### config.mk
export PLATFORM = sky130hd
export DESIGN_NAME = quadrature_decoder_accelerated
export DESIGN_NICKNAME = d
export VERILOG_FILES = /design/src/design/qdec_pkg.sv /design/src/design/qdec_cfg.sv /design/src/design/qdec_step.sv /design/src/design/quadrature_decoder_accelerated.sv
export SDC_FILE = /design/constraint.sdc
export NUM_CORES = 1
export LEC_CHECK = 0
export ABC_AREA = 0
export ABC_CLOCK_PERIOD_IN_PS = 15700
export BUFFER_PORTS_ARGS = -buffer_cell sky130_fd_sc_hd__clkbuf_2
export CAP_MARGIN = 25
export CORE_ASPECT_RATIO = 1.4
export CORE_MARGIN = 5
export CORE_UTILIZATION = 35
export CTS_CLUSTER_DIAMETER = 50
export DETAILED_ROUTE_END_ITERATION = 12
export PLACE_DENSITY = 0.48
export SLEW_MARGIN = 0
export SYNTH_ARGS = -nofsm -noshare
export SYNTH_HDL_FRONTEND = slang
export SYNTH_HIERARCHICAL = 1
export SYNTH_SLANG_ARGS = --single-unit
### constraint.sdc
create_clock -name clk_i -period 15.7 [get_ports clk_i]
set_input_delay 2.355 -clock clk_i [delete_from_list [all_inputs] [get_ports clk_i]]
set_output_delay 2.355 -clock clk_i [all_outputs]
set_load 0.05 [all_outputs]
### src/design/qdec_pkg.sv
// ----------------------------------------------------------------------------
// qdec_pkg
// Shared types and constants of the quadrature decoder with acceleration.
// ----------------------------------------------------------------------------
package qdec_pkg;

  // phase history patterns of one full detent
  localparam logic [7:0] SEQ_CW  = 8'h1E;
  localparam logic [7:0] SEQ_CCW = 8'hB4;

  // bits of elapsed time times step range, largest case
  localparam int unsigned PROD_X_W = 24;
  // width of the rounded-up reciprocal of the time window
  localparam int unsigned RECIP_W  = 26;
  localparam int unsigned RM_W     = 8 + RECIP_W;

  localparam logic signed [15:0] POS_MIN_RST   = 16'sd0;
  localparam logic signed [15:0] POS_MAX_RST   = 16'sd511;
  localparam logic [7:0]         STEP_LOW_RST  = 8'd1;
  localparam logic [7:0]         STEP_HIGH_RST = 8'd21;

  typedef enum logic [1:0] {
    REG_POS_MIN   = 2'd0,
    REG_POS_MAX   = 2'd1,
    REG_STEP_LOW  = 2'd2,
    REG_STEP_HIGH = 2'd3
  } cfg_idx_e;

  typedef enum logic [1:0] {
    MOTION_NONE = 2'd0,
    MOTION_CW   = 2'd1,
    MOTION_CCW  = 2'd2
  } motion_e;

  typedef struct packed {
    logic signed [15:0] pos_min;
    logic signed [15:0] pos_max;
    logic [7:0]         step_low;
    logic [7:0]         step_high;
    logic               step_flat;  // step range not positive
  } cfg_t;

  typedef struct packed {
    logic [7:0]         hist;
    logic signed [15:0] position;
    motion_e            motion;
    logic               stamp;      // take this sample's time as last detent
  } step_res_t;

endpackage

### src/design/qdec_cfg.sv
// ----------------------------------------------------------------------------
// qdec_cfg
// Configuration registers and the step range scaled by the window reciprocal.
// ----------------------------------------------------------------------------
module qdec_cfg #(
  parameter int unsigned TIME_WINDOW_MS = 100
) (
  input  logic                        clk_i,
  input  logic                        rst_ni,
  input  logic                        cfg_we_i,
  input  logic [1:0]                  cfg_idx_i,
  input  logic [15:0]                 cfg_wdata_i,
  output qdec_pkg::cfg_t              cfg_o,
  output logic [qdec_pkg::RM_W-1:0]   range_recip_o
);

  localparam int unsigned SHIFT   = qdec_pkg::PROD_X_W + $clog2(TIME_WINDOW_MS);
  localparam logic [63:0] RECIP64 =
      ((64'd1 << SHIFT) + 64'(TIME_WINDOW_MS) - 64'd1) / 64'(TIME_WINDOW_MS);
  localparam logic [qdec_pkg::RECIP_W-1:0] RECIP = RECIP64[qdec_pkg::RECIP_W-1:0];
  localparam logic [63:0] RM_RST64 =
      64'(qdec_pkg::STEP_HIGH_RST - qdec_pkg::STEP_LOW_RST) * RECIP64;

  logic signed [15:0] pos_min_q, pos_min_d;
  logic signed [15:0] pos_max_q, pos_max_d;
  logic [7:0]         step_low_q, step_low_d;
  logic [7:0]         step_high_q, step_high_d;
  logic               flat_q, flat_d;
  logic [qdec_pkg::RM_W-1:0] rm_q, rm_d;
  logic [7:0]         range_d;

  always_comb begin
    pos_min_d   = pos_min_q;
    pos_max_d   = pos_max_q;
    step_low_d  = step_low_q;
    step_high_d = step_high_q;
    if (cfg_we_i) begin
      unique case (qdec_pkg::cfg_idx_e'(cfg_idx_i))
        qdec_pkg::REG_POS_MIN:   pos_min_d   = cfg_wdata_i;
        qdec_pkg::REG_POS_MAX:   pos_max_d   = cfg_wdata_i;
        qdec_pkg::REG_STEP_LOW:  step_low_d  = cfg_wdata_i[7:0];
        qdec_pkg::REG_STEP_HIGH: step_high_d = cfg_wdata_i[7:0];
        default: ;
      endcase
    end
    // scaled range follows the next register values so it is never stale
    flat_d  = (step_high_d <= step_low_d);
    range_d = step_high_d - step_low_d;
    rm_d    = flat_d ? '0 : qdec_pkg::RM_W'(range_d) * qdec_pkg::RM_W'(RECIP);
  end

  always_ff @(posedge clk_i or negedge rst_ni) begin
    if (!rst_ni) begin
      pos_min_q   <= qdec_pkg::POS_MIN_RST;
      pos_max_q   <= qdec_pkg::POS_MAX_RST;
      step_low_q  <= qdec_pkg::STEP_LOW_RST;
      step_high_q <= qdec_pkg::STEP_HIGH_RST;
      flat_q      <= (qdec_pkg::STEP_HIGH_RST <= qdec_pkg::STEP_LOW_RST);
      rm_q        <= RM_RST64[qdec_pkg::RM_W-1:0];
    end else begin
      pos_min_q   <= pos_min_d;
      pos_max_q   <= pos_max_d;
      step_low_q  <= step_low_d;
      step_high_q <= step_high_d;
      flat_q      <= flat_d;
      rm_q        <= rm_d;
    end
  end

  assign cfg_o.pos_min   = pos_min_q;
  assign cfg_o.pos_max   = pos_max_q;
  assign cfg_o.step_low  = step_low_q;
  assign cfg_o.step_high = step_high_q;
  assign cfg_o.step_flat = flat_q;
  assign range_recip_o   = rm_q;

endmodule

### src/design/qdec_step.sv
// ----------------------------------------------------------------------------
// qdec_step
// Phase tracking, detent detection, speed-dependent step and saturation.
// ----------------------------------------------------------------------------
module qdec_step #(
  parameter int unsigned TIME_WINDOW_MS = 100
) (
  input  logic                        line_a_i,
  input  logic                        line_b_i,
  input  logic [31:0]                 time_ms_i,
  input  logic [7:0]                  hist_i,
  input  logic signed [15:0]          position_i,
  input  logic [31:0]                 last_time_i,
  input  qdec_pkg::cfg_t              cfg_i,
  input  logic [qdec_pkg::RM_W-1:0]   range_recip_i,
  output qdec_pkg::step_res_t         res_o
);

  localparam int unsigned SHIFT  = qdec_pkg::PROD_X_W + $clog2(TIME_WINDOW_MS);
  localparam int unsigned DIFF_W = $clog2(TIME_WINDOW_MS + 1);
  localparam int unsigned PROD_W = DIFF_W + qdec_pkg::RM_W;

  logic [1:0]         phase;
  logic               changed;
  logic [7:0]         hist_new;
  logic               cw, ccw;
  logic [31:0]        elapsed;
  logic [DIFF_W-1:0]  capped;
  logic [PROD_W-1:0]  prod;
  logic [PROD_W-1:0]  quo;
  logic [7:0]         step;
  logic signed [16:0] pos_ext, step_ext, up, dn, max_ext, min_ext;

  always_comb begin
    phase    = {~line_a_i, ~line_b_i};
    changed  = (hist_i[1:0] != phase);
    hist_new = {hist_i[5:0], phase};
    cw       = changed && (hist_new == qdec_pkg::SEQ_CW);
    ccw      = changed && (hist_new == qdec_pkg::SEQ_CCW);

    elapsed  = time_ms_i - last_time_i;
    capped   = (elapsed > 32'(TIME_WINDOW_MS)) ? DIFF_W'(TIME_WINDOW_MS)
                                               : elapsed[DIFF_W-1:0];
    // floor(elapsed * range / window) through the rounded-up reciprocal
    prod     = PROD_W'(capped) * PROD_W'(range_recip_i);
    quo      = prod >> SHIFT;
    step     = cfg_i.step_flat ? cfg_i.step_low : (cfg_i.step_high - quo[7:0]);

    pos_ext  = {position_i[15], position_i};
    step_ext = $signed({9'b0, step});
    max_ext  = {cfg_i.pos_max[15], cfg_i.pos_max};
    min_ext  = {cfg_i.pos_min[15], cfg_i.pos_min};
    up       = pos_ext + step_ext;
    dn       = pos_ext - step_ext;

    res_o.hist     = changed ? hist_new : hist_i;
    res_o.position = position_i;
    res_o.motion   = qdec_pkg::MOTION_NONE;
    res_o.stamp    = (cw || ccw) && !cfg_i.step_flat;
    if (cw) begin
      res_o.position = (up < max_ext) ? up[15:0] : cfg_i.pos_max;
      res_o.motion   = qdec_pkg::MOTION_CW;
    end else if (ccw) begin
      res_o.position = (dn > min_ext) ? dn[15:0] : cfg_i.pos_min;
      res_o.motion   = qdec_pkg::MOTION_CCW;
    end
  end

endmodule

### src/design/quadrature_decoder_accelerated.sv
// ----------------------------------------------------------------------------
// quadrature_decoder_accelerated
// Quadrature encoder decoder whose step grows with turning speed.
// ----------------------------------------------------------------------------
// pipeline: an accepted input item goes to the input register, its result to the result register
// throughput: one item per cycle while m_axis_tready holds; the step path (one
//   multiply by the scaled window reciprocal, add and clamp) is combinational
// reset: history, position and last detent time clear to zero, registers
//   load 0, 511, 1, 21; both pipeline stages empty
module quadrature_decoder_accelerated #(
  parameter int unsigned TIME_WINDOW_MS = 100
) (
  input  logic        clk_i,
  input  logic        rst_ni,
  input  logic        cfg_we_i,
  input  logic [1:0]  cfg_idx_i,
  input  logic [15:0] cfg_wdata_i,
  input  logic        s_axis_tvalid,
  output logic        s_axis_tready,
  input  logic [39:0] s_axis_tdata,   // line_a, line_b, time_ms[31:0], zero pad
  output logic        m_axis_tvalid,
  input  logic        m_axis_tready,
  output logic [23:0] m_axis_tdata    // position[15:0], motion[1:0], zero pad
);

  qdec_pkg::cfg_t             cfg;
  logic [qdec_pkg::RM_W-1:0]  range_recip;
  qdec_pkg::step_res_t        res;

  logic               in_valid_q;
  logic               line_a_q, line_b_q;
  logic [31:0]        time_q;
  logic               out_valid_q;
  logic signed [15:0] out_pos_q;
  qdec_pkg::motion_e  out_motion_q;
  logic [7:0]         hist_q;
  logic signed [15:0] pos_q;
  logic [31:0]        last_q;
  logic               advance;
  logic               accept;

  qdec_cfg #(.TIME_WINDOW_MS(TIME_WINDOW_MS)) u_cfg (
    .clk_i         (clk_i),
    .rst_ni        (rst_ni),
    .cfg_we_i      (cfg_we_i),
    .cfg_idx_i     (cfg_idx_i),
    .cfg_wdata_i   (cfg_wdata_i),
    .cfg_o         (cfg),
    .range_recip_o (range_recip)
  );

  qdec_step #(.TIME_WINDOW_MS(TIME_WINDOW_MS)) u_step (
    .line_a_i      (line_a_q),
    .line_b_i      (line_b_q),
    .time_ms_i     (time_q),
    .hist_i        (hist_q),
    .position_i    (pos_q),
    .last_time_i   (last_q),
    .cfg_i         (cfg),
    .range_recip_i (range_recip),
    .res_o         (res)
  );

  // the input stage moves on whenever the result register is free or drains
  assign advance       = in_valid_q && (!out_valid_q || m_axis_tready);
  assign s_axis_tready = !in_valid_q || advance;
  assign accept        = s_axis_tvalid && s_axis_tready;

  always_ff @(posedge clk_i or negedge rst_ni) begin
    if (!rst_ni) begin
      in_valid_q  <= 1'b0;
      out_valid_q <= 1'b0;
      hist_q      <= '0;
      pos_q       <= '0;
      last_q      <= '0;
    end else begin
      if (accept) begin
        in_valid_q <= 1'b1;
      end else if (advance) begin
        in_valid_q <= 1'b0;
      end
      if (advance) begin
        out_valid_q <= 1'b1;
        hist_q      <= res.hist;
        pos_q       <= res.position;
        if (res.stamp) begin
          last_q <= time_q;
        end
      end else if (m_axis_tready) begin
        out_valid_q <= 1'b0;
      end
    end
  end

  always_ff @(posedge clk_i) begin
    if (accept) begin
      line_a_q <= s_axis_tdata[0];
      line_b_q <= s_axis_tdata[1];
      time_q   <= s_axis_tdata[33:2];
    end
    if (advance) begin
      out_pos_q    <= res.position;
      out_motion_q <= res.motion;
    end
  end

  assign m_axis_tvalid = out_valid_q;
  assign m_axis_tdata  = {6'b0, out_motion_q, out_pos_q};

endmodule
======== Word-level counts from Yosys, hierarchy flattened ========
Cells that the tools add are included.
storage, ports and cells
  register bits ........................... 191
  input bits .............................. 63
operators by class
  order comparisons ....................... 4
  add/subtract/negate cells ............... 5
  reductions and logical operators ........ 18
  multiplexer cells ....................... 15
  eq/ne operators ......................... 6
  multipliers ............................. 2
  bitwise logic cells ..................... 2
operators by type and width
  kind                                                             number
  two-way mux 8 bit                                                5
  multiplier 7 x 34 -> 39 bit                                      1
  two-way mux 18 bit                                               2
  multiplier 8 x 25 -> 33 bit (second input constant)              1
  two-way mux 33 bit                                               1
  greater-than comparator 32 x 7 -> 1 bit (second input constant)  1
  two-way mux 16 bit                                               2
  subtractor 32 bit                                                1
  adder 16 x 9 -> 17 bit                                           1
  greater-than comparator 17 x 16 -> 1 bit                         1
  less-than comparator 17 x 16 -> 1 bit                            1
  subtractor 16 x 9 -> 17 bit                                      1
  subtractor 8 bit                                                 2
  equality test 8 x 5 -> 1 bit (second input constant)             1
  equality test 8 bit (second input constant)                      1
  <= comparator 8 bit                                              1
  AND reduction 2 bit                                              4
  two-way mux 7 bit                                                1
  logical AND 1 bit                                                5
  equality test 2 bit (second input constant)                      2
  two-way mux 1 bit                                                4
  nonzero test 2 bit                                               2
  logical NOT 1 bit                                                3
  logical OR 1 bit                                                 3
  4 further kinds                                                  5

======== Logic depth before layout (Yosys ltp) ========
Gate-level depths: netlist (run 1).
  word-level depth ........................ 11
  mapped depth ............................ 67
  mapped depth without buffers ............ 64

======== Cells and area by module ========
The synthesis (run 1) kept the hierarchy.
modules (own cells, without submodules)
  module                          instances  cells an instance  area an instance (sq um)
  qdec_step                       1          1584               12404.4
  qdec_cfg                        1          645                6618.8
  quadrature_decoder_accelerated  1          187                3948.8

======== Worst setup path after synthesis (run 1) ========
No wires, ideal clock.
  path type ............................... register to register
  start ................................... register time_q[0]
  end ..................................... register pos_q[10]
  data arrival time ....................... 13477 ps
  path slack .............................. 2098 ps
  cell stages (with the launch flop) ...... 59
  path through ............................ edfxtp_1 -> inv_1 -> ha_1 -> fa_1 -> nand2b_1 -> a21o_1 -> o21ai_4 -> a2111oi_1 -> a2111o_1 -> a2111oi_4 -> nand4_4 -> nor4_2 -> clkbuf_1 -> nor2b_1 -> fa_1 -> fa_1 -> fa_1 -> inv_1 -> [... 23 more ...] -> xnor3_1 -> and3_1 -> o31ai_1 -> ha_1 -> o21bai_1 -> nor3_1 -> xor2_1 -> ha_1 -> a21o_1 -> a21oi_1 -> nor2b_1 -> a2111oi_0 -> a211oi_1 -> nor2_1 -> clkbuf_1 -> mux2i_1 -> o221ai_1 -> mux2_2
RTL lines
  element                   line                                  source
  start: declaration        quadrature_decoder_accelerated.sv:32  logic [31:0] time_q;
  start signal: assignment  quadrature_decoder_accelerated.sv:99  time_q <= s_axis_tdata[33:2];
  end signal: assignment    quadrature_decoder_accelerated.sv:85  pos_q <= res.position;
  end: declaration          quadrature_decoder_accelerated.sv:37  logic signed [15:0] pos_q;

==> results.yml, run 1 <==
timing:
  period_share_pct: 93.73
  rsz0062_at_grt: "no"
  fmax_ghz: 0.06796
  max_slew_margin_pct: 31.47
  hold_ws_ns: 0.5138
  fin_crit_ns: 14.72
  final_max_slew_viol_count: 0
  setup_violations: 0
  tns_ns: 0
  finalHoldViolations: 0
  skew_ns: 0.03041
  worst_slew_pin_slew_ns: 1.021
global_route:
  antenna_found_initial: 0
  grt_usage_pct: 17.36
  grt_pass1_vias: 18212
  grt_max_degree: 73
  grt_pass1_wl_um: 98190
  grt_overflow_total: 0
finish:
  multiInputGateArea_um2: 16000
  fin_nets: 2955
  synthToLayoutAreaGrowth_pct: 8.527
  nFillCells: 6555
  final_common_cell: "inv_1"
  regArea_um2: 5049
  fin_cells: 3322
  final_cell_mix: "inv_1 (361), ha_1 (231), fa_1 (199)"
  fin_util_pct: 38.12
  antenna_cells: 0
  drive_gt1_share_pct: 13.62
die:
  fp.dieH_um: 312.5
  die_area_um2: 70650
  die-width_um: 226.1
  start_util_pct: 35.12
  row_count: 111
  coreArea_um2: 65140
  io_pins: 89
logic_synthesis:
  avgSynthCellArea_um2: 9.493
  synth_area_um2: 22880
  syn_inst: 2410
  synth.yosys.warnings: 6
routing:
  wl_per_cell_um: 18.05
  first_pass_iters: 4
  routed_wl_um: 59970
  postRouteAntennaNets: 0
  vias_per_cell: 5.078
  drc_errors: 0
  dr_total_vias: 16870
  drt_iter0_markers: 670
clock_tree:
  cts_tree: "done"
  cts_made_buffers: 17
  post-cts-setup-buffers: 0
  cts.path.max_buffers: 2
  cts.reportedPaths.clkPinSlew_ns: 0.08
  hold_buffers: 0
  cts_root_buf: "clkbuf_16"
  clk_latency_ns: 0.51
  cts_sinks: 190
  ctsResizeCount: 0
  h-tree-depth: 4
hold_path:
  holdCritPathClass: "register to register"
  min_from: "last_q[4]$_DFFE_PN0P_"
place:
  portBuffers: 76
  gp_congestion: 0.8631
  hpwl_um: 48770
  dp_cells: 3290
setup_path:
  path_class: "register to register"
  critPathMostFrequentCell: "a21o_1"
  cpPeakStageDelay_ns: 0.56
  cp_slowest_cell: "fa_1"
  cp-end-kind: "register"
  critical_path.startpoint: "time_q[17]$_DFFE_PP_"
  crit_path_max_fanout: 25
  cp_data_arrival_time_ns: 15.11
  startpoint_type: "register"
  reg2reg_from: "time_q[17]$_DFFE_PP_"
  worstPathRequired_ns: 16.09
run:
  cap_violations: 0
outcome:
  outcome: "complete, no violations"
==> per-stage QoR <==
stage               setup WS (ns)  area [µm²]
finish                     0.9844       24830
global route              0.08596       24830
CTS                        0.6832       24810
detailed placement         0.8200       24160
global placement           0.8572       24160
floorplan                   2.098       22900
==> critical path, delay by kind of cell, from the launching register on <==
family          cells  cell delay (ns)
compound gates     25             5.50
xor+xnor            4             0.91
fa+ha+maj           9             3.58
buf+inv             6             0.94
flops               1             0.42
mux                 2             0.61
simple gates       14             2.58
==> per-layer routing <==
layer	vias up	part of all wire [%]	global-route usage, %
met3	65	2.3	1.926
met1	8343	42	21.33
met2	228	53	31.95
met4	0	1.9	4.883
li1	8234	-	-
met5	-	0	0
==> flip-flops by register name, indices dropped and copies added (netlist names) <==
signal / flops
line_b_q: 1
u_cfg/step_high_q: 8
u_cfg/flat_q: 1
u_cfg/pos_min_q: 16
u_cfg/pos_max_q: 16
out_motion_q: 2
last_q: 32
time_q: 32
line_a_q: 1
pos_q: 16
out_pos_q: 16
u_cfg/range_recip_o: 33
m_axis_tvalid: 1
hist_q: 6
u_cfg/step_low_q: 8
in_valid_q: 1
==> worst paths after layout <==
path / end / slack [ns] / cells past startpoint
setup / recovery: pos_q[8]$_DFFE_PN0P_ / 0.98 / 60
hold / removal: last_q[4]$_DFFE_PN0P_ / 0.51 / 1
setup reg to reg: pos_q[8]$_DFFE_PN0P_ / 0.98 / 60
hold reg to reg: last_q[4]$_DFFE_PN0P_ / 0.51 / 1
max in group asynchronous: u_cfg/range_recip_o[6]$_DFF_PN0_ / 12.44 / 2
min in group asynchronous: last_q[15]$_DFFE_PN0P_ / 1.86 / 1
==> layout make-up <==
cell class / count / area share, %
Clock buffer: 17 / 1.713
Multi-Input combinational cell: 1778 / 64.45
Timing Repair Buffer: 113 / 2.842
Inverter: 362 / 5.473
Tap cell: 847 / 4.269
Clock inverter: 15 / 0.9172
Sequential cell: 190 / 20.33
Power of run 1 is left out: the tool's default activity adds up to more than one toggle a clock period on the data nets, which glitch-free logic cannot reach.
==> inputs of run 2 (changes only) <==
ABC_CLOCK_PERIOD_IN_PS = 17700   (was 15700)
CORE_ASPECT_RATIO = default   (was 1.4)
clock period = 17.7 ns   (was 15.7 ns; I/O delays follow)
==> run 2 against run 1 <==
Hold slack worse by 0.0049 ns. Highest routed layer unchanged. Cell count is 0.24% lower. Critical path depth is 3 lower. Wire length is 2.0% lower. Critical endpoint unchanged.
==> results.yml, run 2 (synthesis results as in run 1) <==
timing:
  finalHoldViolations: 0
  fin_crit_ns: 15.73
  rsz0062_at_grt: "no"
  worst_slew_pin_slew_ns: 0.9496
  skew_ns: 0.01819
  fmax_ghz: 0.06356
  period_share_pct: 88.89
  tns_ns: 0
  max_slew_margin_pct: 36.50
  setup_violations: 0
  final_max_slew_viol_count: 0
setup_path:
  cp_data_arrival_time_ns: 16.12
  critPathMostFrequentCell: "a21oi_1"
  cp-end-kind: "register"
  cpPeakStageDelay_ns: 0.59
  worstPathRequired_ns: 18.09
  crit_path_max_fanout: 18
  r2r_slack_ns: 1.97
  path_class: "register to register"
  startpoint_type: "register"
  cp_slowest_cell: "ha_1"
die:
  row_count: 93
  coreArea_um2: 64580
  die_area_um2: 70580
  die-width_um: 265.7
  start_util_pct: 35.42
  fp.dieH_um: 265.7
  io_pins: 89
routing:
  met3WireLength_um: 2217
  highest_layer: "met4"
  wl_met1_um: 28360
  first_pass_iters: 7
  drt_iter0_markers: 836
  postRouteAntennaNets: 0
  routed_wl_um: 58770
  wl_per_cell_um: 17.73
  dr_wl_met2_um: 27300
  dr_total_vias: 16842
  drc_errors: 0
  vias_per_cell: 5.082
outcome:
  outcome: "complete, no violations"
place:
  portBuffers: 76
  hpwl_um: 47700
  gp_congestion: 0.8682
  dp_cells: 3282
  dpl_cell_area_um2: 24060
clock_tree:
  ctsResizeCount: 0
  cts.reportedPaths.clkPinSlew_ns: 0.08
  hold_buffers: 0
  cts_tree: "done"
  cts_made_buffers: 17
  cts.path.max_buffers: 2
  post-cts-setup-buffers: 0
  h-tree-depth: 4
  cts_sinks: 190
  clk_latency_ns: 0.49
  cts_root_buf: "clkbuf_16"
global_route:
  antenna_found_initial: 2
  grt_overflow_total: 0
  grt_pass1_wl_um: 97010
  grt_pass1_vias: 17733
  grt_usage_pct: 17.04
  grt_max_degree: 85
finish:
  fin_util_pct: 38.23
  fin_nets: 2939
  nFillCells: 6506
  final_cell_mix: "inv_1 (361), ha_1 (231), fa_1 (199)"
  final_common_cell: "inv_1"
  fin_cells: 3314
  synthToLayoutAreaGrowth_pct: 7.931
  antenna_cells: 0
  drive_gt1_share_pct: 12.97
  design_area_um2: 24690
  largest_register_ffs: 33
run:
  cap_violations: 0
hold_path:
  holdCritPathClass: "register to register"
==> run 2: cell count changes in the layout (fill, tap and decap cells not counted), sizes merged <==
cell | previous run | this run
buf | 38 | 22
inv | 373 | 369
clkinv | 4 | 6
bufinv | 0 | 1
clkinvlp | 0 | 1
==> run 2: worst max-delay path, delay by kind of cell (launching register included) <==
family	cells	cell delay, ns
XOR/XNOR	3	0.72
adder cells (fa/ha/maj)	9	3.97
AO/OA/AOI/OAI	24	5.98
buffers and inverters	4	0.81
AND/OR/NAND/NOR	15	3.21
multiplexers	2	0.47
flip-flops	1	0.41
==> run 2: final timing paths <==
kind	depth (start not counted)	to	from
worst max-delay path	57	pos_q[8]$_DFFE_PN0P_	time_q[13]$_DFFE_PP_
worst min-delay path	1	last_q[8]$_DFFE_PN0P_	last_q[8]$_DFFE_PN0P_
worst max register to register	57	pos_q[8]$_DFFE_PN0P_	time_q[13]$_DFFE_PP_
worst min register to register	1	last_q[8]$_DFFE_PN0P_	last_q[8]$_DFFE_PN0P_
max in group asynchronous	2	u_cfg/step_high_q[6]$_DFF_PN0_	rst_ni
min in group asynchronous	1	last_q[12]$_DFFE_PN0P_	rst_ni
==> run 2: area by class of cell <==
| type | instances | area [µm²] | share of cell area [%] |
|---|---|---|---|
| repair buffers | 97 | 590.6 | 2.392 |
| well taps | 855 | 1070 | 4.333 |
| inverters | 362 | 1359 | 5.503 |
| clock buffers | 17 | 425.4 | 1.723 |
| flip-flops and latches | 190 | 5049 | 20.45 |
| multi-input cells | 1778 | 15990 | 64.76 |
| clock inverters | 15 | 209.0 | 0.8463 |
==> run 2: stage by stage <==
step	hold WS, ns	setup WS (ns)
after floorplan	0.4774	4.098
after global placement	0.4930	1.624
after detailed placement	0.4930	2.134
after CTS	0.5125	2.072
after global routing	0.5219	1.068
final	0.5089	1.966
==> run 2: per-layer routing <==
metal / up-vias / GRT usage, %
li1: 8207 / -
met5: - / 0
met2: 254 / 27.67
met1: 8337 / 24.02
met3: 44 / 2.710
met4: 0 / 4.105
Power of run 2 is left out for the same reason.
==> inputs of run 3 (changes only) <==
PLACE_DENSITY = default   (was 0.48)
==> run 3 against run 2 <==
Hold slack better by 0.0025 ns. Global-route usage down 0.58 points. Maximum frequency down 0.38%. Wire length down 2.3%. Utilization down 0.12 points. Clock skew up 0.0040 ns. Worst setup slack worse by 0.061 ns. Clock-buffer cell count unchanged. Cell count down 0.12%. Sequential share of layout area up 0.062 points. Non-clock buffer count down 4. Critical endpoint unchanged. Largest cell class unchanged.
==> results.yml, run 3 (synthesis results as in run 1) <==
setup_path:
  critical_path.startpoint: "time_q[13]$_DFFE_PP_"
  r2r_slack_ns: 1.91
  critPathBufInv: 4
  reg2reg_from: "time_q[13]$_DFFE_PP_"
  cp_top_family: "compound AO/OA/AOI/OAI gates"
  worst-path-stages: 57
  path_class: "register to register"
  regToRegEndpoint: "pos_q[8]$_DFFE_PN0P_"
  critPathMostFrequentCell: "a21oi_1"
  worstRegToRegCells: 57
  worstPathRequired_ns: 18.09
  cp-end-kind: "register"
  crit_path_max_fanout: 23
  cpPeakStageDelay_ns: 0.60
  startpoint_type: "register"
  cp_data_arrival_time_ns: 16.18
  cp_slowest_cell: "ha_1"
clock_tree:
  post-cts-setup-buffers: 0
  cts_tree: "done"
  h-tree-depth: 4
  cts.reportedPaths.clkPinSlew_ns: 0.08
  cts_sinks: 190
  ctsResizeCount: 0
  cts.path.max_buffers: 2
  hold_buffers: 0
  clk_latency_ns: 0.50
  cts_root_buf: "clkbuf_16"
  cts_made_buffers: 17
timing:
  worst_slew_pin_slew_ns: 0.8891
  max_slew_margin_pct: 40.73
  skew_ns: 0.02214
  tns_ns: 0
  setup_violations: 0
  finalHoldViolations: 0
  rsz0062_at_grt: "no"
  worst_slack_ns: 1.905
  final_max_slew_viol_count: 0
  period_share_pct: 89.24
  fin_crit_ns: 15.79
  fmax_ghz: 0.06331
run:
  cap_violations: 0
finish:
  antenna_cells: 0
  design_area_um2: 24620
  largest_register_ffs: 33
  drive_gt1_share_pct: 12.83
  nFillCells: 6450
  final_common_cell: "inv_1"
  final_cell_mix: "inv_1 (361), ha_1 (231), fa_1 (199)"
  fin_nets: 2935
  synthToLayoutAreaGrowth_pct: 7.602
die:
  die-width_um: 265.7
  fp.dieH_um: 265.7
  coreArea_um2: 64580
  die_area_um2: 70580
  io_pins: 89
  row_count: 93
  start_util_pct: 35.42
routing:
  wl_per_cell_um: 17.35
  drc_errors: 0
  vias_per_cell: 5.190
  postRouteAntennaNets: 0
  drt_iter0_markers: 951
  dr_total_vias: 17179
  routed_wl_um: 57440
  first_pass_iters: 5
place:
  portBuffers: 76
  dpl_cell_area_um2: 23970
  place_ws_ns: 1.799
  gp_congestion: 0.8887
  hpwl_um: 46240
global_route:
  grt_max_degree: 75
  grt_usage_pct: 16.46
  grt_overflow_total: 0
  grt_pass1_vias: 17973
  grt_pass1_wl_um: 94910
  antenna_found_initial: 2
outcome:
  outcome: "complete, no violations"
hold_path:
  min_to: "last_q[6]$_DFFE_PN0P_"
  holdCritPathClass: "register to register"
  min_from: "last_q[6]$_DFFE_PN0P_"
  whs_path_depth: 1
## run 3: cell types whose count changed in the layout (fill, tap and decap cells not counted), moves of 2 or more
| cell | previous run | this run |
|---|---|---|
| buf_4 | 16 | 12 |
| buf_8 | 3 | 1 |
| clkinv_8 | 5 | 3 |
| inv_8 | 2 | 4 |
## run 3: layout make-up
cell class                 instances  area, µm²  area share, %
multi-input combinational       1778      15990          64.95
clock inverter                    15      177.7         0.7218
timing repair buffer              93      546.8          2.221
tap                              855       1070          4.346
sequential                       190       5049          20.51
inverter                         362       1359          5.520
clock buffer                      17      425.4          1.728
## run 3: worst max path at each step
| stage | end | slack [ns] |
|---|---|---|
| final | pos_q[8]$_DFFE_PN0P_ | 1.91 |
| after global routing | pos_q[8]$_DFFE_PN0P_ | 0.93 |
| after CTS | pos_q[8]$_DFFE_PN0P_ | 1.65 |
| after detailed placement | pos_q[8]$_DFFE_PN0P_ | 1.80 |
| after global placement | pos_q[8]$_DFFE_PN0P_ | 1.79 |
| after floorplan | pos_q[10]$_DFFE_PN0P_ | 4.10 |
## run 3: routing by layer
| metal | track usage [%] | vias up | share of wire [%] |
|---|---|---|---|
| met5 | 0 | - | 0.021 |
| met4 | 4.786 | 2 | 2.2 |
| met3 | 3.071 | 79 | 4.4 |
| met2 | 26.84 | 359 | 47 |
| met1 | 22.48 | 8556 | 47 |
| li1 | - | 8183 | - |
## run 3: through the flow
| stage | std cells | utilization (%) | hold slack [ns] |
|---|---|---|---|
| after global placement | 3273 | 37.07 | 0.4908 |
| after floorplan | 2415 | - | 0.4774 |
| after CTS | 3307 | 38.05 | 0.5152 |
| after detailed placement | 3275 | 37.12 | 0.4922 |
| after global routing | 3310 | 38.12 | 0.5259 |
| final | 3310 | 38.12 | 0.5114 |
Power of run 3 is left out for the same reason.
